### config.mk
export PLATFORM = sky130hd
export DESIGN_NAME = ipv6_mac_cache_update_top
export DESIGN_NICKNAME = d
export VERILOG_FILES = /design/src/rtl/imc_pkg.sv /design/src/rtl/imc_mem.sv /design/src/rtl/imc_ctrl.sv /design/src/rtl/ipv6_mac_cache_update_top.sv
export SDC_FILE = /design/constraint.sdc
export NUM_CORES = 1
export LEC_CHECK = 0
export ABC_AREA = 1
export BUFFER_PORTS_ARGS = -buffer_cell sky130_fd_sc_hd__buf_4
export CAP_MARGIN = 10
export CELL_PAD_IN_SITES_DETAIL_PLACEMENT = 0
export CELL_PAD_IN_SITES_GLOBAL_PLACEMENT = 2
export CORE_MARGIN = 3
export CORE_UTILIZATION = 44
export CTS_CLUSTER_DIAMETER = 80
export DETAILED_ROUTE_END_ITERATION = 12
export HOLD_SLACK_MARGIN = 0.02
export PLACE_DENSITY_LB_ADDON = 0.2
export SKIP_CTS_REPAIR_TIMING = 1
export SLEW_MARGIN = 5
export SYNTH_ARGS = -nofsm -noshare
export SYNTH_HDL_FRONTEND = slang
export SYNTH_SLANG_ARGS = --single-unit
### constraint.sdc
create_clock -name clk_i -period 10.45 [get_ports clk_i]
set_clock_uncertainty 0.05 [all_clocks]
set_input_delay 1.5675 -clock clk_i [delete_from_list [all_inputs] [get_ports clk_i]]
set_output_delay 1.5675 -clock clk_i [all_outputs]
set_load 0.02 [all_outputs]
### src/rtl/imc_pkg.sv
// ----------------------------------------------------------------------------
// imc_pkg
// shared types and constants of the ipv6 neighbor cache update block
// ----------------------------------------------------------------------------
package imc_pkg;

  localparam int unsigned IPV6_ADDR_W = 128;
  localparam int unsigned IPV6_ADDR_BYTES = 16;
  localparam int unsigned IPV6_HALF_W = IPV6_ADDR_W / 2;
  localparam int unsigned MAC_W = 48;
  localparam int unsigned STAMP_W = 32;
  localparam int unsigned SLOT_W = 3;
  localparam int unsigned ACTION_W = 2;

  localparam int unsigned DEF_TABLE_ENTRIES = 8;

  // stream payload widths, rounded up to whole bytes
  localparam int unsigned IN_BITS = IPV6_ADDR_BYTES * 8 + MAC_W + STAMP_W;
  localparam int unsigned IN_DATA_W = ((IN_BITS + 7) / 8) * 8;
  localparam int unsigned OUT_BITS = SLOT_W + ACTION_W;
  localparam int unsigned OUT_DATA_W = ((OUT_BITS + 7) / 8) * 8;

  typedef enum logic [ACTION_W-1:0] {
    ACT_UPDATED  = 2'd0,
    ACT_INSERTED = 2'd1,
    ACT_REPLACED = 2'd2
  } action_e;

  // one cache entry, also the latched input item
  typedef struct packed {
    logic [STAMP_W-1:0]     stamp;
    logic [MAC_W-1:0]       mac;
    logic [IPV6_HALF_W-1:0] key_lo;
    logic [IPV6_HALF_W-1:0] key_hi;
  } entry_t;

endpackage

### src/rtl/imc_mem.sv
// ----------------------------------------------------------------------------
// imc_mem
// entry memory, one write port and one registered read port
// ----------------------------------------------------------------------------
module imc_mem #(
  parameter int unsigned TABLE_ENTRIES = imc_pkg::DEF_TABLE_ENTRIES,
  parameter int unsigned IDX_W = (TABLE_ENTRIES > 1) ? $clog2(TABLE_ENTRIES) : 1
) (
  input  logic                clk_i,
  input  logic                rd_en_i,
  input  logic [IDX_W-1:0]    rd_addr_i,
  output imc_pkg::entry_t     rd_data_o,
  input  logic                wr_en_i,
  input  logic [IDX_W-1:0]    wr_addr_i,
  input  imc_pkg::entry_t     wr_data_i
);

  imc_pkg::entry_t mem_q [TABLE_ENTRIES];
  imc_pkg::entry_t rd_data_q;

  always_ff @(posedge clk_i) begin
    if (wr_en_i) begin
      mem_q[wr_addr_i] <= wr_data_i;
    end
    if (rd_en_i) begin
      rd_data_q <= mem_q[rd_addr_i];
    end
  end

  assign rd_data_o = rd_data_q;

endmodule

### src/rtl/imc_ctrl.sv
// ----------------------------------------------------------------------------
// imc_ctrl
// scan sequencer: match search, oldest-entry tracking, write back, result reg
// ----------------------------------------------------------------------------
module imc_ctrl #(
  parameter int unsigned TABLE_ENTRIES = imc_pkg::DEF_TABLE_ENTRIES,
  parameter int unsigned IDX_W = (TABLE_ENTRIES > 1) ? $clog2(TABLE_ENTRIES) : 1,
  parameter int unsigned CNT_W = $clog2(TABLE_ENTRIES + 1)
) (
  input  logic                           clk_i,
  input  logic                           rst_ni,
  input  logic                           in_valid_i,
  output logic                           in_ready_o,
  input  imc_pkg::entry_t                in_item_i,
  output logic                           out_valid_o,
  input  logic                           out_ready_i,
  output logic [imc_pkg::SLOT_W-1:0]     out_slot_o,
  output imc_pkg::action_e               out_action_o,
  output logic                           rd_en_o,
  output logic [IDX_W-1:0]               rd_addr_o,
  input  imc_pkg::entry_t                rd_data_i,
  output logic                           wr_en_o,
  output logic [IDX_W-1:0]               wr_addr_o,
  output imc_pkg::entry_t                wr_data_o
);

  typedef enum logic [1:0] {
    ST_IDLE,
    ST_SCAN,
    ST_WRITE
  } state_e;

  state_e                            state_q;
  logic [CNT_W-1:0]                  count_q;
  logic [CNT_W-1:0]                  rd_idx_q;
  logic                              pend_q;
  logic [IDX_W-1:0]                  data_idx_q;
  logic [imc_pkg::STAMP_W-1:0]       min_stamp_q;
  logic [IDX_W-1:0]                  min_idx_q;
  imc_pkg::entry_t                   item_q;
  logic [IDX_W-1:0]                  slot_q;
  imc_pkg::action_e                  act_q;
  logic                              out_valid_q;
  logic [imc_pkg::SLOT_W-1:0]        out_slot_q;
  imc_pkg::action_e                  out_act_q;

  logic                              match;
  logic                              older;
  logic                              last;
  logic                              full;
  logic                              fire;
  logic [IDX_W+imc_pkg::SLOT_W-1:0]  slot_ext;

  assign match = pend_q && (rd_data_i.key_hi == item_q.key_hi)
                        && (rd_data_i.key_lo == item_q.key_lo);
  // first entry seeds the minimum, strict compare keeps the lowest index on ties
  assign older = (data_idx_q == '0) || (rd_data_i.stamp < min_stamp_q);
  assign last  = (CNT_W'(data_idx_q) + CNT_W'(1)) == count_q;
  assign full  = count_q == CNT_W'(TABLE_ENTRIES);
  assign fire  = !out_valid_q || out_ready_i;

  assign rd_en_o   = (state_q == ST_SCAN) && (rd_idx_q < count_q);
  assign rd_addr_o = rd_idx_q[IDX_W-1:0];
  assign wr_en_o   = (state_q == ST_WRITE) && fire;
  assign wr_addr_o = slot_q;
  assign wr_data_o = item_q;

  assign slot_ext = {{imc_pkg::SLOT_W{1'b0}}, slot_q};

  assign in_ready_o   = state_q == ST_IDLE;
  assign out_valid_o  = out_valid_q;
  assign out_slot_o   = out_slot_q;
  assign out_action_o = out_act_q;

  always_ff @(posedge clk_i or negedge rst_ni) begin
    if (!rst_ni) begin
      state_q     <= ST_IDLE;
      count_q     <= '0;
      rd_idx_q    <= '0;
      pend_q      <= 1'b0;
      out_valid_q <= 1'b0;
    end else begin
      // a new result replaces a drained one in the same cycle
      if ((state_q == ST_WRITE) && fire) begin
        out_valid_q <= 1'b1;
      end else if (out_valid_q && out_ready_i) begin
        out_valid_q <= 1'b0;
      end
      case (state_q)
        ST_IDLE: begin
          if (in_valid_i) begin
            item_q   <= in_item_i;
            rd_idx_q <= '0;
            pend_q   <= 1'b0;
            if (count_q == '0) begin
              slot_q  <= '0;
              act_q   <= imc_pkg::ACT_INSERTED;
              count_q <= CNT_W'(1);
              state_q <= ST_WRITE;
            end else begin
              state_q <= ST_SCAN;
            end
          end
        end
        ST_SCAN: begin
          pend_q <= rd_en_o;
          if (rd_en_o) begin
            rd_idx_q   <= rd_idx_q + CNT_W'(1);
            data_idx_q <= rd_addr_o;
          end
          if (pend_q) begin
            if (match) begin
              slot_q  <= data_idx_q;
              act_q   <= imc_pkg::ACT_UPDATED;
              state_q <= ST_WRITE;
            end else begin
              if (older) begin
                min_stamp_q <= rd_data_i.stamp;
                min_idx_q   <= data_idx_q;
              end
              if (last) begin
                if (full) begin
                  slot_q <= older ? data_idx_q : min_idx_q;
                  act_q  <= imc_pkg::ACT_REPLACED;
                end else begin
                  slot_q  <= count_q[IDX_W-1:0];
                  act_q   <= imc_pkg::ACT_INSERTED;
                  count_q <= count_q + CNT_W'(1);
                end
                state_q <= ST_WRITE;
              end
            end
          end
        end
        ST_WRITE: begin
          if (fire) begin
            out_slot_q  <= slot_ext[imc_pkg::SLOT_W-1:0];
            out_act_q   <= act_q;
            state_q     <= ST_IDLE;
          end
        end
        default: begin
          state_q <= ST_IDLE;
        end
      endcase
    end
  end

endmodule

### src/rtl/ipv6_mac_cache_update_top.sv
// ----------------------------------------------------------------------------
// ipv6_mac_cache_update_top
// ipv6 to mac neighbor cache: update on hit, insert while room, else evict oldest
// ----------------------------------------------------------------------------
// an input item is resolved by a sequential scan of the valid entries, ended early
//   by a hit and skipped for an empty table; write back waits on a stalled result
// a new item is taken only once the previous one is written back, a limit set by
//   the sequential scan over the single read port of the entry memory
// a new item is taken while the previous result still waits on the output register
// reset: asynchronous, active low; clears the fill count and handshake state,
//   entry memory contents stay undefined until written
module ipv6_mac_cache_update_top #(
  parameter int unsigned TABLE_ENTRIES = imc_pkg::DEF_TABLE_ENTRIES
) (
  input  logic                             clk_i,
  input  logic                             rst_ni,
  // input item stream
  input  logic                             s_axis_tvalid,
  output logic                             s_axis_tready,
  // [63:0] ipv6_high, [127:64] ipv6_low, [175:128] mac_addr, [207:176] now_secs
  input  logic [imc_pkg::IN_DATA_W-1:0]    s_axis_tdata,
  // result stream
  output logic                             m_axis_tvalid,
  input  logic                             m_axis_tready,
  // [2:0] slot_index, [4:3] action, [7:5] zero
  output logic [imc_pkg::OUT_DATA_W-1:0]   m_axis_tdata
);

  localparam int unsigned IDX_W = (TABLE_ENTRIES > 1) ? $clog2(TABLE_ENTRIES) : 1;
  localparam int unsigned CNT_W = $clog2(TABLE_ENTRIES + 1);

  imc_pkg::entry_t                in_item;
  logic [imc_pkg::SLOT_W-1:0]     out_slot;
  imc_pkg::action_e               out_action;

  // memory port wiring
  logic                           rd_en;
  logic [IDX_W-1:0]               rd_addr;
  imc_pkg::entry_t                rd_data;
  logic                           wr_en;
  logic [IDX_W-1:0]               wr_addr;
  imc_pkg::entry_t                wr_data;

  // unpack the input transfer, fields from the lowest bit up
  assign in_item.key_hi = s_axis_tdata[63:0];
  assign in_item.key_lo = s_axis_tdata[127:64];
  assign in_item.mac    = s_axis_tdata[175:128];
  assign in_item.stamp  = s_axis_tdata[207:176];

  // pack the result, upper bits zero
  assign m_axis_tdata = {{(imc_pkg::OUT_DATA_W - imc_pkg::OUT_BITS){1'b0}},
                         out_action, out_slot};

  // sequencer: scans entries 0 .. count-1 one per cycle up to the first hit, then writes back once
  imc_ctrl #(
    .TABLE_ENTRIES (TABLE_ENTRIES),
    .IDX_W         (IDX_W),
    .CNT_W         (CNT_W)
  ) u_ctrl (
    .clk_i        (clk_i),
    .rst_ni       (rst_ni),
    .in_valid_i   (s_axis_tvalid),
    .in_ready_o   (s_axis_tready),
    .in_item_i    (in_item),
    .out_valid_o  (m_axis_tvalid),
    .out_ready_i  (m_axis_tready),
    .out_slot_o   (out_slot),
    .out_action_o (out_action),
    .rd_en_o      (rd_en),
    .rd_addr_o    (rd_addr),
    .rd_data_i    (rd_data),
    .wr_en_o      (wr_en),
    .wr_addr_o    (wr_addr),
    .wr_data_o    (wr_data)
  );

  // entry store: key halves, mac and timestamp in one wide word
  imc_mem #(
    .TABLE_ENTRIES (TABLE_ENTRIES),
    .IDX_W         (IDX_W)
  ) u_mem (
    .clk_i     (clk_i),
    .rd_en_i   (rd_en),
    .rd_addr_i (rd_addr),
    .rd_data_o (rd_data),
    .wr_en_i   (wr_en),
    .wr_addr_i (wr_addr),
    .wr_data_i (wr_data)
  );

endmodule

==> results of run 1 <==
-- through the flow --
step / std cells / setup slack [ps] / hold WS [ps] / total power, uW
floorplan: 5086 / 989 / 350 / 11900
global placement: 6974 / 5380 / 353 / 13500
detailed placement: 6974 / 5370 / 358 / 13500
CTS: 7296 / 6210 / 373 / 19400
global route: 7296 / 6050 / 373 / 20300
finish: 7298 / 6270 / 372 / 19200
-- metal layers --
| layer | routed length, um | up-vias | part of all wire |
|---|---|---|---|
| li1 | - | 18575 | - |
| met1 | 78700 | 19570 | 0.47 |
| met3 | 8360 | 192 | 0.050 |
| met2 | 76600 | 951 | 0.46 |
| met4 | 3320 | 0 | 0.020 |
| met5 | 0 | - | 0 |
-- final timing paths --
path	startpoint	endpoint	slack, ps	cells after the start
min in group asynchronous	rst_ni	u_ctrl.out_valid_o	570	1
min reg2reg	u_ctrl.act_q[1]	u_ctrl.out_action_o[1]	370	0
max in group asynchronous	rst_ni	u_ctrl.rd_idx_q[1]	9580	1
max	m_axis_tready	u_mem.mem_q[6][112]	6270	8
min	u_ctrl.act_q[1]	u_ctrl.out_action_o[1]	370	0
max reg2reg	u_ctrl.rd_idx_q[0]	u_mem.rd_data_o[116]	6390	7
-- power groups by stage --
stage               clock network [uW]  registers [uW]  logic [uW]
global placement                     0            8700        4760
CTS                               6060            8580        4790
finish                            5920            8580        4720
floorplan                            0            8640        3230
global route                      6330            8650        5300
detailed placement                   0            8710        4770
-- worst reg2reg max path, cell delays in order, from the launching register on --
cell     delay (ps)
dfrtp_4         650
buf_12          540
buf_4          1010
buf_4           880
o21ai_0         290
o22ai_1         240
nor2_1           70
a31oi_1         170
-- cell type report --
class                   instances  area [um2]  area share
repair buffers                223        1760      0.0238
clock inverters               101         767      0.0103
multi-input cells            2944       13800       0.187
diodes                          2        5.00   0.0000675
flip-flops and latches       1660       49800       0.671
clock buffers                 221        4700      0.0634
inverters                     230         893      0.0120
well taps                    1917        2400      0.0323
-- layout by cell type (no fill, tap or decap), types with 19 or more instances in the layout --
master        n
edfxtp_1   1648
nor2_1     1286
o21ai_0     564
nand2_1     334
inv_1       224
buf_4       216
clkbuf_16   182
a31oi_1     162
o22ai_1     161
o21ai_1      99
nand3_1      65
nand4_1      63
clkinv_1     44
ha_1         39
clkbuf_1     39
or2_2        32
clkinv_2     32
nor3_1       31
xor2_1       30
xnor2_1      19
-- state kept, by name, summed over array words and instances (netlist names) --
name / flops
u_ctrl.min_stamp_q: 32
u_ctrl.out_slot_o: 3
u_ctrl.pend_q: 1
u_ctrl.wr_data_o: 160
u_ctrl.out_valid_o: 1
u_ctrl.min_idx_q: 3
u_ctrl.out_action_o: 2
u_ctrl.wr_addr_o: 3
u_ctrl.rd_idx_q: 4
u_ctrl.data_idx_q: 3
u_ctrl.count_q: 4
u_ctrl.state_q: 2
u_mem.mem_q: 1280
u_ctrl.act_q: 2
u_mem.rd_data_o: 160
-- cells by family after synthesis --
group | after synthesis | synth area share
other cells | 1 | 0.0000573
flops | 1660 | 0.760
fa+ha+maj | 39 | 0.00745
xor+xnor | 49 | 0.00655
compound gates | 1007 | 0.0835
simple gates | 1846 | 0.113
buf+inv | 482 | 0.0294
==> impl_metrics.py, run 1 <==
metrics = {
    "worst_setup_path": {
        "cpMostUsedCell": "buf_4",
        "slowest_stage": "buf_4",
        "cpPeakStageDelay_ps": 720,
        "arrival_ps": 4530,
        "critical_path_buf_inv_count": 4,
        "critPathLaunchType": "input pin",
        "crit_fanout": 36,
        "path_cells": "buf_4 -> nor2_1 -> nor2_1 -> inv_1 -> or2_2 -> nor2_4 -> buf_4 -> buf_4",
        "path_delay_family": "buffers and inverters",
        "crit_required_ps": 10800,
        "end_kind": "flip-flop",
        "critical_path_class": "in -> reg",
    },
    "run": {
        "max_cap_viol_count": 0,
    },
    "hold_path": {
        "worstHoldPathType": "reg -> reg",
    },
    "routing": {
        "drt_wl_total_um": 167000,
        "dr.pass1.iters": 5,
        "vias_per_cell": 5.38,
        "ant_nets": 0,
        "drt-wirelength-per-cell_um": 22.9,
        "drt_iter0_markers": 3200,
        "num_vias": 39288,
        "drc": 0,
    },
    "pwr": {
        "cellInternalPower_uw": 12900,
        "leakage_uw": 0.0255,
        "pwr-share-comb": 0.245,
        "power_density_mw_per_mm2": 259,
        "swShare": 0.327,
        "seq_power_share": 0.446,
        "clkPwrFrac": 0.308,
        "ir_drop_uv": 189,
        "p_sw_uw": 6290,
    },
    "floorplanning": {
        "die_height_um": 392,
        "fp.dieW_um": 392,
        "num_rows": 140,
        "io_pins": 222,
        "coreArea_mm2": 0.147,
        "start_util": 0.446,
        "dieArea_mm2": 0.153,
    },
    "clock_tree": {
        "cts_max_path_buffers": 3,
        "cts_tree": "yes",
        "htreeDepth": 4,
        "cts_made_buffers": 177,
        "cts.clk_slew.worst_paths_ps": 50,
        "clk-insertion-delay-late_ps": 790,
        "clock-sinks": 1660,
        "root_buffer": "clkbuf_16",
    },
    "global_routing": {
        "met1_usage": 0.325,
        "grt_use_total": 0.217,
        "grt_max_degree": 208,
        "grt_pass1_wl_um": 247000,
        "use_met3": 0.0289,
        "grt_pass1_vias": 37170,
        "grt_overflow_total": 0,
        "met2_usage": 0.335,
        "grt-busiest-layer": "met2",
        "antenna_found_initial": 0,
    },
    "layout": {
        "nFillCells": 12549,
        "nets": 5487,
        "fin_util": 0.505,
        "drive_above_1_share": 0.0959,
        "final_cell_area_mm2": 0.0742,
        "area_growth_pct": 13.3,
    },
    "timing": {
        "post-route-period-util": 0.400,
        "rsz0062_at_grt": "false",
        "hold_viol_final": 0,
        "report.final.setup_viol": 0,
        "setup_tns_ps": 0,
        "layout_min_cycle_time_ps": 4180,
        "tightest_slew_ps": 1370,
        "max-slew-margin-rel": 0.0864,
        "slew_violations": 0,
        "fmax_mhz": 239,
    },
    "placed_design": {
        "placed_cell_area_mm2": 0.0687,
        "port_buffers": 170,
        "gp_congestion": 0.801,
        "place_hpwl_um": 89900,
    },
    "synth": {
        "ys.flop_type": "edfxtp_1",
        "synth_edf_count": 1648,
        "ys_seq_elements": 1660,
        "synth_commonest_cells": "edfxtp_1 (1648), nor2_1 (1295), o21ai_0 (564), nand2_1 (334), inv_1 (225)",
        "ys_seq_area_frac": 0.760,
        "yosysUniqueCellTypes": 34,
        "yosysTopAreaCell": "edfxtp_1",
        "async_flop_share": 0.00723,
        "synth_area_mm2": 0.0655,
        "yosysWarnings": 0,
        "post-synth-top-count-cell": "edfxtp_1",
        "synth_area_leaders": "edfxtp_1 (76%), nor2_1 (7.4%), o21ai_0 (4.3%)",
        "avgSynthCellArea_um2": 12.9,
        "postSynthCellCount": 5084,
        "synth_top_area_share": 0.756,
    },
    "status": {
        "outcome": "finished, final reports clean",
    },
}
No activity file was read; power rests on OpenSTA's default activity.
==> inputs of run 2 (changes only) <==
==> constraint.sdc (replaced) <==
create_clock -name clk_i -period 3.9 [get_ports clk_i]
set_clock_uncertainty 0.05 [all_clocks]
set_input_delay 0.585 -clock clk_i [delete_from_list [all_inputs] [get_ports clk_i]]
set_output_delay 0.585 -clock clk_i [all_outputs]
set_load 0.02 [all_outputs]
==> run 2 against run 1 <==
  * Flip-flop and latch count stayed put
  * Cell area is 3.6% higher
  * Total power rose to 2.7 times the previous value
  * Critical path type is now reg -> reg
  * Highest routed layer unchanged
==> impl_metrics.py, run 2 (synthesized netlist as in run 1, its figures left out) <==
metrics = {
    "timing": {
        "layout_min_cycle_time_ps": 3270,
        "tightest_slew_ps": 961,
        "slew_violations": 0,
        "fmax_mhz": 306,
        "hold_viol_final": 0,
        "report.final.setup_viol": 0,
        "rsz0062_at_grt": "false",
        "max-slew-margin-rel": 0.359,
        "hold_ws_ps": 117,
        "post-route-period-util": 0.839,
    },
    "clock_tree": {
        "cts_made_buffers": 175,
        "htreeDepth": 4,
        "root_buffer": "clkbuf_16",
        "cts.clk_slew.worst_paths_ps": 60,
        "clk-insertion-delay-late_ps": 800,
        "cts_max_path_buffers": 3,
        "clock-sinks": 1660,
        "cts_tree": "yes",
    },
    "global_routing": {
        "grt_use_total": 0.220,
        "grt_max_degree": 154,
        "grt_pass1_vias": 37364,
        "grt_pass1_wl_um": 249000,
        "antenna_found_initial": 2,
        "grt_overflow_total": 0,
    },
    "worst_setup_path": {
        "r2r_slack_ps": 630,
        "reg2reg_depth": 11,
        "end_kind": "flip-flop",
        "critical_path_class": "reg -> reg",
        "timing.rr.end": "u_ctrl.min_stamp_q[31]",
        "crit_required_ps": 4370,
        "critPathLaunchType": "flip-flop",
        "reg2reg_from": "u_ctrl.wr_data_o[104]",
        "arrival_ps": 3740,
        "crit_fanout": 32,
    },
    "routing": {
        "wl_met1_um": 78900,
        "drt_wl_total_um": 170000,
        "dr.pass1.iters": 5,
        "wl_met3_um": 9580,
        "wl_met2_um": 79100,
        "vias_per_cell": 5.35,
        "top_layer_used": "met4",
        "ant_nets": 0,
        "num_vias": 40199,
        "drt_iter0_markers": 3300,
        "drc": 0,
        "drt-wirelength-per-cell_um": 22.7,
    },
    "placed_design": {
        "gp_congestion": 0.797,
        "port_buffers": 170,
        "place_hpwl_um": 96700,
        "place_inst": 7030,
    },
    "floorplanning": {
        "io_pins": 222,
        "coreArea_mm2": 0.147,
        "fp.dieW_um": 392,
        "dieArea_mm2": 0.153,
        "num_rows": 140,
        "die_height_um": 392,
        "start_util": 0.446,
    },
    "run": {
        "max_cap_viol_count": 0,
    },
    "pwr": {
        "power_density_mw_per_mm2": 679,
        "leakage_uw": 0.0266,
        "ir_drop_uv": 588,
    },
    "layout": {
        "drive_above_1_share": 0.101,
        "area_growth_pct": 17.3,
        "final_cell_mix": "edfxtp_1 (1648), nor2_1 (1285), o21ai_0 (564), nand2_1 (334), inv_1 (224)",
        "fin_cells": 7510,
        "layout_commonest_cell": "edfxtp_1",
        "top_register": "u_mem.mem_q",
        "nets": 5703,
        "largest_register_ff_count": 1280,
    },
    "status": {
        "outcome": "finished, final reports clean",
    },
    "hold_path": {
        "worstHoldPathType": "in -> async",
    },
}
==> run 2: routing by layer <==
layer	global-route usage	vias to the layer above
li1	-	19027
met1	0.326	19946
met2	0.344	1033
met3	0.0336	193
met4	0.0489	0
met5	0	-
==> run 2: per-stage QoR <==
stage | cell area [um2] | utilization | worst slack [ps] | setup TNS [ps] | total power (uW)
floorplan | 65500 | - | -1640 | -1201740 | 31700
global placement | 69800 | 0.476 | 696 | 0 | 36700
detailed placement | 69800 | 0.476 | 683 | 0 | 36800
CTS | 75200 | 0.512 | 682 | 0 | 52600
global route | 76800 | 0.523 | 479 | 0 | 55000
finish | 76800 | 0.523 | 629 | 0 | 52100
==> run 2: worst max-delay path, stage by stage, from the launching register on <==
cell and delay [ps]:
edfxtp_1 500, xnor2_1 650, nand3_1 170, nor2_1 220
nand2_1 80, nor2_1 150, nand2_1 70, nor2_1 100
nand3_1 340, nand2_1 360, nor3_2 90, buf_12 180
==> run 2: area by class of cell <==
type	count	area, um2
Fill cell	12364	70000
Sequential cell	1660	49800
Multi-Input combinational cell	2944	13900
Clock buffer	218	4540
Timing Repair Buffer	441	4490
Tap cell	1917	2400
Inverter	230	893
Clock inverter	99	850
Antenna cell	1	2.50
==> run 2: how the worst max path moves through the flow <==
stage / startpoint / endpoint / depth (start not counted)
after floorplan: m_axis_tready / u_mem.mem_q[1][0] / 4
after global placement: u_ctrl.wr_data_o[112] / u_ctrl.min_stamp_q[0] / 10
after detailed placement: u_ctrl.wr_data_o[112] / u_ctrl.min_stamp_q[0] / 10
after CTS: u_ctrl.wr_data_o[112] / u_ctrl.min_stamp_q[31] / 10
after global routing: u_ctrl.wr_data_o[0] / u_ctrl.wr_addr_o[2] / 12
final: u_ctrl.wr_data_o[104] / u_ctrl.min_stamp_q[31] / 11
==> run 2: power by group <==
part | internal (uW) | leakage, uW | switching, uW
registers | 22000 | 0.0151 | 1020
clock network | 8830 | 0.00263 | 6870
logic | 4180 | 0.00883 | 9260
total | 35000 | 0.0266 | 17200
